==> config.mk <==
export PLATFORM = sky130hd
export DESIGN_NAME = isc_chain
export DESIGN_NICKNAME = d
export VERILOG_FILES = /design/src/rtl/core/isc_pkg.sv /design/src/rtl/core/isc_cell.sv /design/src/rtl/core/isc_chain.sv
export SDC_FILE = /design/constraint.sdc
export NUM_CORES = 1
export LEC_CHECK = 0
export BUFFER_PORTS_ARGS = -buffer_cell sky130_fd_sc_hd__buf_2
export CORE_MARGIN = 2
export CORE_UTILIZATION = 67
export DETAILED_ROUTE_END_ITERATION = 8
export HOLD_SLACK_MARGIN = 0.15
export PLACE_DENSITY = 0.92
export SYNTH_ARGS = -nofsm -noshare
export SYNTH_HDL_FRONTEND = slang
export SYNTH_HIERARCHICAL = 1
export SYNTH_SLANG_ARGS = --single-unit
==> constraint.sdc <==
create_clock -name i_clk -period 6.7 [get_ports i_clk]
set_clock_uncertainty 0.2 [all_clocks]
set_input_delay 1.34 -clock i_clk [delete_from_list [all_inputs] [get_ports i_clk]]
set_output_delay 1.34 -clock i_clk [all_outputs]
set_load 0.02 [all_outputs]
==> src/rtl/core/isc_pkg.sv <==
// Shared types, constants and helpers of the isosurface cell detector.
// Used by isc_cell, isc_chain and the top level; depends on nothing.
package isc_pkg;

    localparam int unsigned LEVEL_W    = 17;
    localparam int unsigned DIM_W      = 7;
    localparam int unsigned COORD_W    = 6;
    localparam int unsigned CELL_DEPTH = 64;
    localparam int unsigned SLOT_W     = 6;
    localparam int unsigned BANK_DEPTH = CELL_DEPTH / 2;
    localparam int unsigned BANK_AW    = SLOT_W - 1;

    localparam logic [DIM_W-1:0] DIM_RST = 7'd64;
    localparam logic [DIM_W-1:0] DIM_MIN = 7'd2;

    typedef logic [DIM_W-1:0]  t_dim;
    typedef logic [SLOT_W-1:0] t_slot;

    // Configuration register indexes.
    typedef enum logic [1:0] {
        CFG_LEVEL = 2'd0,
        CFG_DIM_X = 2'd1,
        CFG_DIM_Y = 2'd2,
        CFG_DIM_Z = 2'd3
    } t_cfg_idx;

    // Control broadcast from a chain to each of its cells.
    typedef struct packed {
        logic                en;
        t_slot               wr_slot;
        t_slot               hand_slot;
        logic [BANK_AW-1:0]  tap_even;
        logic [BANK_AW-1:0]  tap_odd;
    } t_cell_ctrl;

    // Clamp a dimension register into [2, maxv].
    function automatic t_dim f_clamp(t_dim d, int unsigned maxv);
        t_dim res;
        res = d;
        if (d < DIM_MIN) begin
            res = DIM_MIN;
        end else if (int'(d) > int'(maxv)) begin
            res = DIM_W'(maxv);
        end
        return res;
    endfunction

endpackage

==> src/rtl/core/isc_cell.sv <==
// One cell of the compare-bit delay chain: 64 bit slots in an even and an odd bank.
// Depends on isc_pkg; instantiated by isc_chain.
module isc_cell
    import isc_pkg::*;
(
    input  logic       i_clk,
    input  t_cell_ctrl i_ctrl,
    input  logic       i_din,
    output logic       o_hand,
    output logic       o_tap_even,
    output logic       o_tap_odd
);

    logic               r_mem_even [BANK_DEPTH];
    logic               r_mem_odd  [BANK_DEPTH];
    logic               r_hand_even;
    logic               r_hand_odd;
    logic               r_hand_sel;
    logic               r_tap_even;
    logic               r_tap_odd;
    logic [BANK_AW-1:0] wr_addr;
    logic [BANK_AW-1:0] hand_addr;

    assign wr_addr   = i_ctrl.wr_slot[SLOT_W-1:1];
    assign hand_addr = i_ctrl.hand_slot[SLOT_W-1:1];

    // Even bank: write the slot under the pointer, read the handoff and tap slots.
    always_ff @(posedge i_clk) begin
        if (i_ctrl.en) begin
            if (!i_ctrl.wr_slot[0]) begin
                r_mem_even[wr_addr] <= i_din;
            end
            r_hand_even <= r_mem_even[hand_addr];
            r_tap_even  <= r_mem_even[i_ctrl.tap_even];
        end
    end

    // Odd bank, same ports.
    always_ff @(posedge i_clk) begin
        if (i_ctrl.en) begin
            if (i_ctrl.wr_slot[0]) begin
                r_mem_odd[wr_addr] <= i_din;
            end
            r_hand_odd <= r_mem_odd[hand_addr];
            r_tap_odd  <= r_mem_odd[i_ctrl.tap_odd];
        end
    end

    // The oldest bit leaves toward the next cell from whichever bank held it.
    always_ff @(posedge i_clk) begin
        if (i_ctrl.en) begin
            r_hand_sel <= i_ctrl.hand_slot[0];
        end
    end

    assign o_hand     = r_hand_sel ? r_hand_odd : r_hand_even;
    assign o_tap_even = r_tap_even;
    assign o_tap_odd  = r_tap_odd;

endmodule

==> src/rtl/core/isc_chain.sv <==
// Row of delay cells holding the compare-bit history, read at two adjacent ages.
// Depends on isc_pkg and isc_cell; instantiated three times by the top level.
module isc_chain
    import isc_pkg::*;
#(
    parameter int unsigned AGES = 65
) (
    input  logic                       i_clk,
    input  logic                       i_en,
    input  t_slot                      i_ptr,
    input  logic [$clog2(AGES+1)-1:0]  i_age,
    input  logic                       i_bit,
    output logic                       o_bit_k,
    output logic                       o_bit_k1
);

    localparam int unsigned AW    = $clog2(AGES + 1);
    localparam int unsigned NCELL = (AGES + CELL_DEPTH - 1) / CELL_DEPTH;
    localparam int unsigned CW    = (NCELL > 1) ? $clog2(NCELL) : 1;

    logic [AW+SLOT_W-1:0] age_w;
    logic [AW+SLOT_W-1:0] km1_w;
    t_slot                off;
    t_slot                slot_k;
    t_slot                slot_k1;
    logic [CW-1:0]        cell_k;
    logic [CW-1:0]        cell_k1;
    t_cell_ctrl           ctrl;
    logic [CW-1:0]        r_cell_k;
    logic [CW-1:0]        r_cell_k1;
    logic                 r_k_odd;
    logic                 hand     [NCELL];
    logic                 tap_even [NCELL];
    logic                 tap_odd  [NCELL];

    // Age k sits in cell (k-1)/64, written (k-1)%64+1 beats ago.
    assign age_w   = (AW + SLOT_W)'(i_age);
    assign km1_w   = age_w - (AW + SLOT_W)'(1);
    assign off     = km1_w[SLOT_W-1:0];
    assign slot_k  = i_ptr - off - SLOT_W'(1);
    assign slot_k1 = slot_k - SLOT_W'(1);
    assign cell_k  = CW'(km1_w >> SLOT_W);
    assign cell_k1 = CW'(age_w >> SLOT_W);

    // Adjacent ages always fall in opposite banks.
    always_comb begin
        ctrl.en        = i_en;
        ctrl.wr_slot   = i_ptr;
        ctrl.hand_slot = i_ptr + SLOT_W'(1);
        if (slot_k[0]) begin
            ctrl.tap_odd  = slot_k[SLOT_W-1:1];
            ctrl.tap_even = slot_k1[SLOT_W-1:1];
        end else begin
            ctrl.tap_even = slot_k[SLOT_W-1:1];
            ctrl.tap_odd  = slot_k1[SLOT_W-1:1];
        end
    end

    // Remember which cells and banks the registered tap data came from.
    always_ff @(posedge i_clk) begin
        if (i_en) begin
            r_cell_k  <= cell_k;
            r_cell_k1 <= cell_k1;
            r_k_odd   <= slot_k[0];
        end
    end

    // The cells, each fed by the handoff of its left neighbor.
    for (genvar g = 0; g < NCELL; g++) begin : g_cell
        logic din;
        if (g == 0) begin : g_head
            assign din = i_bit;
        end else begin : g_body
            assign din = hand[g-1];
        end
        isc_cell u_cell (
            .i_clk      (i_clk),
            .i_ctrl     (ctrl),
            .i_din      (din),
            .o_hand     (hand[g]),
            .o_tap_even (tap_even[g]),
            .o_tap_odd  (tap_odd[g])
        );
    end

    assign o_bit_k  = r_k_odd ? tap_odd[r_cell_k]   : tap_even[r_cell_k];
    assign o_bit_k1 = r_k_odd ? tap_even[r_cell_k1] : tap_odd[r_cell_k1];

endmodule

== Word-level counts from Yosys, hierarchy flattened ==
Memories as Yosys holds them, arrays and structs flattened. A register that Yosys moved wholly into a read port is not among the register bits.
Index checks and enable logic that the tools add are counted.
Cells by class
  add/subtract/negate cells: 5
  multiply operators: 0
  div/mod/pow operators: 0
  order comparisons: 2
  equal/unequal tests: 0
  shift-type cells: 0
  multiplexer cells: 22
  bitwise operators: 2
  reductions and logical operators: 0
Operator list (count)
  1-bit two-way mux: 21
  6-bit by 1-bit subtractor with 6-bit output, second input constant: 2
  10-bit two-way mux: 1
  7-bit by 1-bit subtractor with 7-bit output, second input constant: 1
  6-bit by 1-bit adder with 6-bit output, second input constant: 1
  6-bit subtractor: 1
  2-bit greater-or-equal comparator, second input constant: 2
  1-bit NOT with 2-bit output: 2
Storage, ports and cells
  register bits after elaboration: 4
  latch bits: 0
  bits in writable memories: 128
  bits in read-only memories: 0
  bits of input ports: 16
  output and inout bits: 2
  logic and storage cells: 39
  memories: 4
Memory list
  g_cell[0].u_cell.r_mem_even: depth 32, width 1, read ports 2, clocked after memory_dff 2, wr ports 1, line isc_cell.sv:14  | logic r_mem_even [BANK_DEPTH];
  g_cell[0].u_cell.r_mem_odd: depth 32, width 1, read ports 2, clocked after memory_dff 2, wr ports 1, line isc_cell.sv:15  | logic r_mem_odd [BANK_DEPTH];
  g_cell[1].u_cell.r_mem_even: depth 32, width 1, read ports 1, clocked after memory_dff 1, wr ports 1, line isc_cell.sv:14
  g_cell[1].u_cell.r_mem_odd: depth 32, width 1, read ports 1, clocked after memory_dff 1, wr ports 1, line isc_cell.sv:15

== Longest topological paths before layout ==
  depth after elaboration: 5
  gate-level depth with buffers: 14
  depth with buffers taken out: 14

== Cells and area by module ==
Netlist, hierarchy kept.
By module, submodules not included
  isc_cell: instances 2, cells each 315, area each 3706.1 um^2, seq. area each 2072.0 um^2
  isc_chain: instances 1, cells each 67, area each 661.9 um^2, seq. area each 90.1 um^2

== Worst setup path after synthesis ==
OpenSTA, ideal clock, no wires.
  path type: input to register
  start: in i_age[0]
  end: reg g_cell[0].u_cell.r_tap_even (read register of g_cell[0].u_cell.r_mem_even) (data pin)
  setup time: 261 ps
  arrival: 3753 ps
  required time: 6239 ps
  slack: 2486 ps
  cell stages on the path: 14
  buffers on the path: 2
  cells stage by stage: inv_1 > ha_1 > fa_1 > inv_1 > ha_1 > nand2_1 > xor2_1 > buf_6 > buf_6 > mux2i_1 > a22oi_1 > nand3_1 > nand2_1 > a311o_1
RTL lines
  start, declared: line isc_chain.sv:11  | input logic [$clog2(AGES+1)-1:0] i_age,
  end, declared: line isc_cell.sv:19  | logic r_tap_even;

==> metrics.cfg <==
[finish]
post-route-util_pct = 74.9
regArea_mm2 = 0.00414
multiInputGateArea_mm2 = 0.00303
diodes = 0
fill_cells = 632
nets = 661
layout-drive-gt1-share_pct = 10.1
area_growth_pct = 9.86

[route]
routed-via-count = 5400
drt_iter0_markers = 625
drt-total-wl_um = 18700
via_per_inst = 6.87
drtAntennaViolNets = 0
routedWlPerCell_um = 23.8
drc = 0
drtPass1Iterations = 6

[power]
switching_share_pct = 29.4
pwr-share-seq_pct = 39.2
cellPowerDensity_mw_per_mm2 = 319
ir_worst_vdd_mv = 0.199
p_int_mw = 1.82
p_sw_mw = 0.760
pwr-share-clk_pct = 37.1
leakage_nw = 2.87
pwr-share-comb_pct = 23.7
total_power_mw = 2.58

[worst_setup_path]
rrSetupSlack_ns = 4.64
r2r-end = g_cell[0].u_cell/r_hand_even
arrival_ns = 4.93
worstSetupPathType = input pin to flip-flop
path_max_fanout = 17
end_kind = flip-flop
reg2reg_depth = 5
regToRegStartpoint = g_cell[0].u_cell/r_mem_even[10]
worstPathRequired_ns = 6.77
critical_path.startpoint_type = input pin

[sta]
hold_viol_final = 0
tightest_slew_ns = 1.20
finalCriticalPeriod_ns = 4.86
finalCritPeriodShare_pct = 72.6
fin_setup_tns_ns = 0
setup_slack_ns = 1.84
setup-violations-final = 0
drv_slew = 0
rsz0062_at_grt = false
fmax_mhz = 206
slew_headroom_pct = 20.1

[hold_path]
worstHoldPathCells = 3
hp-class = flip-flop to flip-flop
min_to = g_cell[1].u_cell/o_tap_odd
min_from = g_cell[1].u_cell/r_mem_odd[4]

[yosys]
syn_area_mm2 = 0.00736
yosys_warnings = 6
synth_fp_nets = 648
synth.avg_cell_area_um2 = 11.9
netlist_instances = 621

[floorplan]
die-height_um = 109
dieArea_mm2 = 0.0118
die_w_um = 109
design.portCount = 18
fp.coreArea_mm2 = 0.0108
row_count = 38
start_util_pct = 68.2

[place]
placement.io_buffers = 17
place_worst_setup_slack_ns = 1.37
dpl.hpwl_um = 11500
routabilityCongestion = 0.933

[grt]
grt_start_max_net_pins = 65
grt_pass1_wl_um = 28400
grt_usage_pct = 32.8
antenna_found_initial = 0
gr-total-overflow = 0
grt_pass1_vias = 5438

[clocking]
cts.repair.resized = 0
ctsHoldBuffers = 0
numCtsBuffers = 17
clkSinkCount = 138
cts_root_buf = clkbuf_8
tritoncts = done
htree_levels = 4
cts_setup_buffers = 0
clk_latency_ns = 0.52
max-clock-path-buffers = 2
path_clk_slew_ns = 0.06

[outcome]
status = completed

[job]
cap_violations = 0

[worst max-delay path: stages]
cell      delay (ns)
buf_2           0.20
ha_1            0.28
fa_1            0.44
xnor2_1         0.61
xor2_4          0.71
buf_4           0.42
mux2i_1         0.29
nand2_1         0.10
nand4b_1        0.13
a21oi_1         0.06
a311o_1         0.34
[how the worst max path moves through the flow]
stage             start  cells after the start  slack [ns]                     endpoint
3_3_place_gp   i_ptr[0]                     11        1.62  g_cell[1].u_cell/o_tap_even
2_1_floorplan  i_age[0]                     14        2.49  g_cell[0].u_cell/o_tap_even
3_5_place_dp   i_ptr[0]                     11        1.37  g_cell[1].u_cell/o_tap_even
4_1_cts        i_ptr[0]                     11        1.89  g_cell[1].u_cell/o_tap_even
5_1_grt        i_age[0]                     13        1.74  g_cell[1].u_cell/o_tap_even
6_report       i_ptr[0]                     11        1.84  g_cell[1].u_cell/o_tap_even
[sequential cells by signal, summed over array words and instances, names as in the netlist]
name,cells
g_cell.u_cell/r_mem_even,64
g_cell.u_cell/r_mem_odd,64
g_cell.u_cell/o_tap_even,2
g_cell.u_cell/o_tap_odd,2
g_cell.u_cell/r_hand_even,1
g_cell.u_cell/r_hand_odd,1
g_cell.u_cell/r_hand_sel,1
r_cell_k,1
r_cell_k1,1
r_k_odd,1
[power by group through the flow]
stage | Combinational, mW | Sequential (mW) | Clock (mW)
global route | 0.651 | 1.01 | 0.992
floorplan | 0.460 | 1.02 | 0
finish | 0.613 | 1.01 | 0.958
global placement | 0.548 | 1.03 | 0
detailed placement | 0.576 | 1.03 | 0
CTS | 0.594 | 1.01 | 0.962
[through the flow]
step                instance area [µm²]  std cells  hold slack, ns
floorplan                          7360        621           0.443
global placement                   7490        755           0.474
detailed placement                 7490        755           0.471
CTS                                8090        786           0.499
global route                       8090        786           0.549
finish                             8090        786           0.501
[layout make-up]
| type | count | share of cell area [%] |
|---|---|---|
| flip-flops and latches | 138 | 51.2 |
| multi-input cells | 450 | 37.5 |
| clock buffers | 19 | 5.21 |
| clock inverters | 12 | 2.17 |
| well taps | 140 | 2.17 |
| repair buffers | 21 | 1.42 |
| inverters | 6 | 0.278 |
[cells in the final DEF (no fill, tap or decap), types with 5 or more instances in the layout]
cell type and count:
nand3_1 22, xor2_1 6, nand4b_1 6, inv_1 6, a21oi_1 14, clkbuf_16 16
xnor2_1 10, buf_2 17, ha_1 10, a211oi_1 5, and2_1 5, edfxtp_1 138
nand3b_1 6, mux2i_1 96, nor2_1 138, nor2b_1 17, a22oi_1 30, nand2_1 40
[layer usage]
layer | track usage, % | vias to the layer above | routed length [µm]
li1 | - | 2314 | -
met1 | 38.8 | 2561 | 6400
met2 | 53.8 | 419 | 9340
met3 | 8.85 | 106 | 1870
met4 | 19.9 | 0 | 1080
met5 | 0 | - | 0
Note: power is estimated with default switching activity, not from simulation.
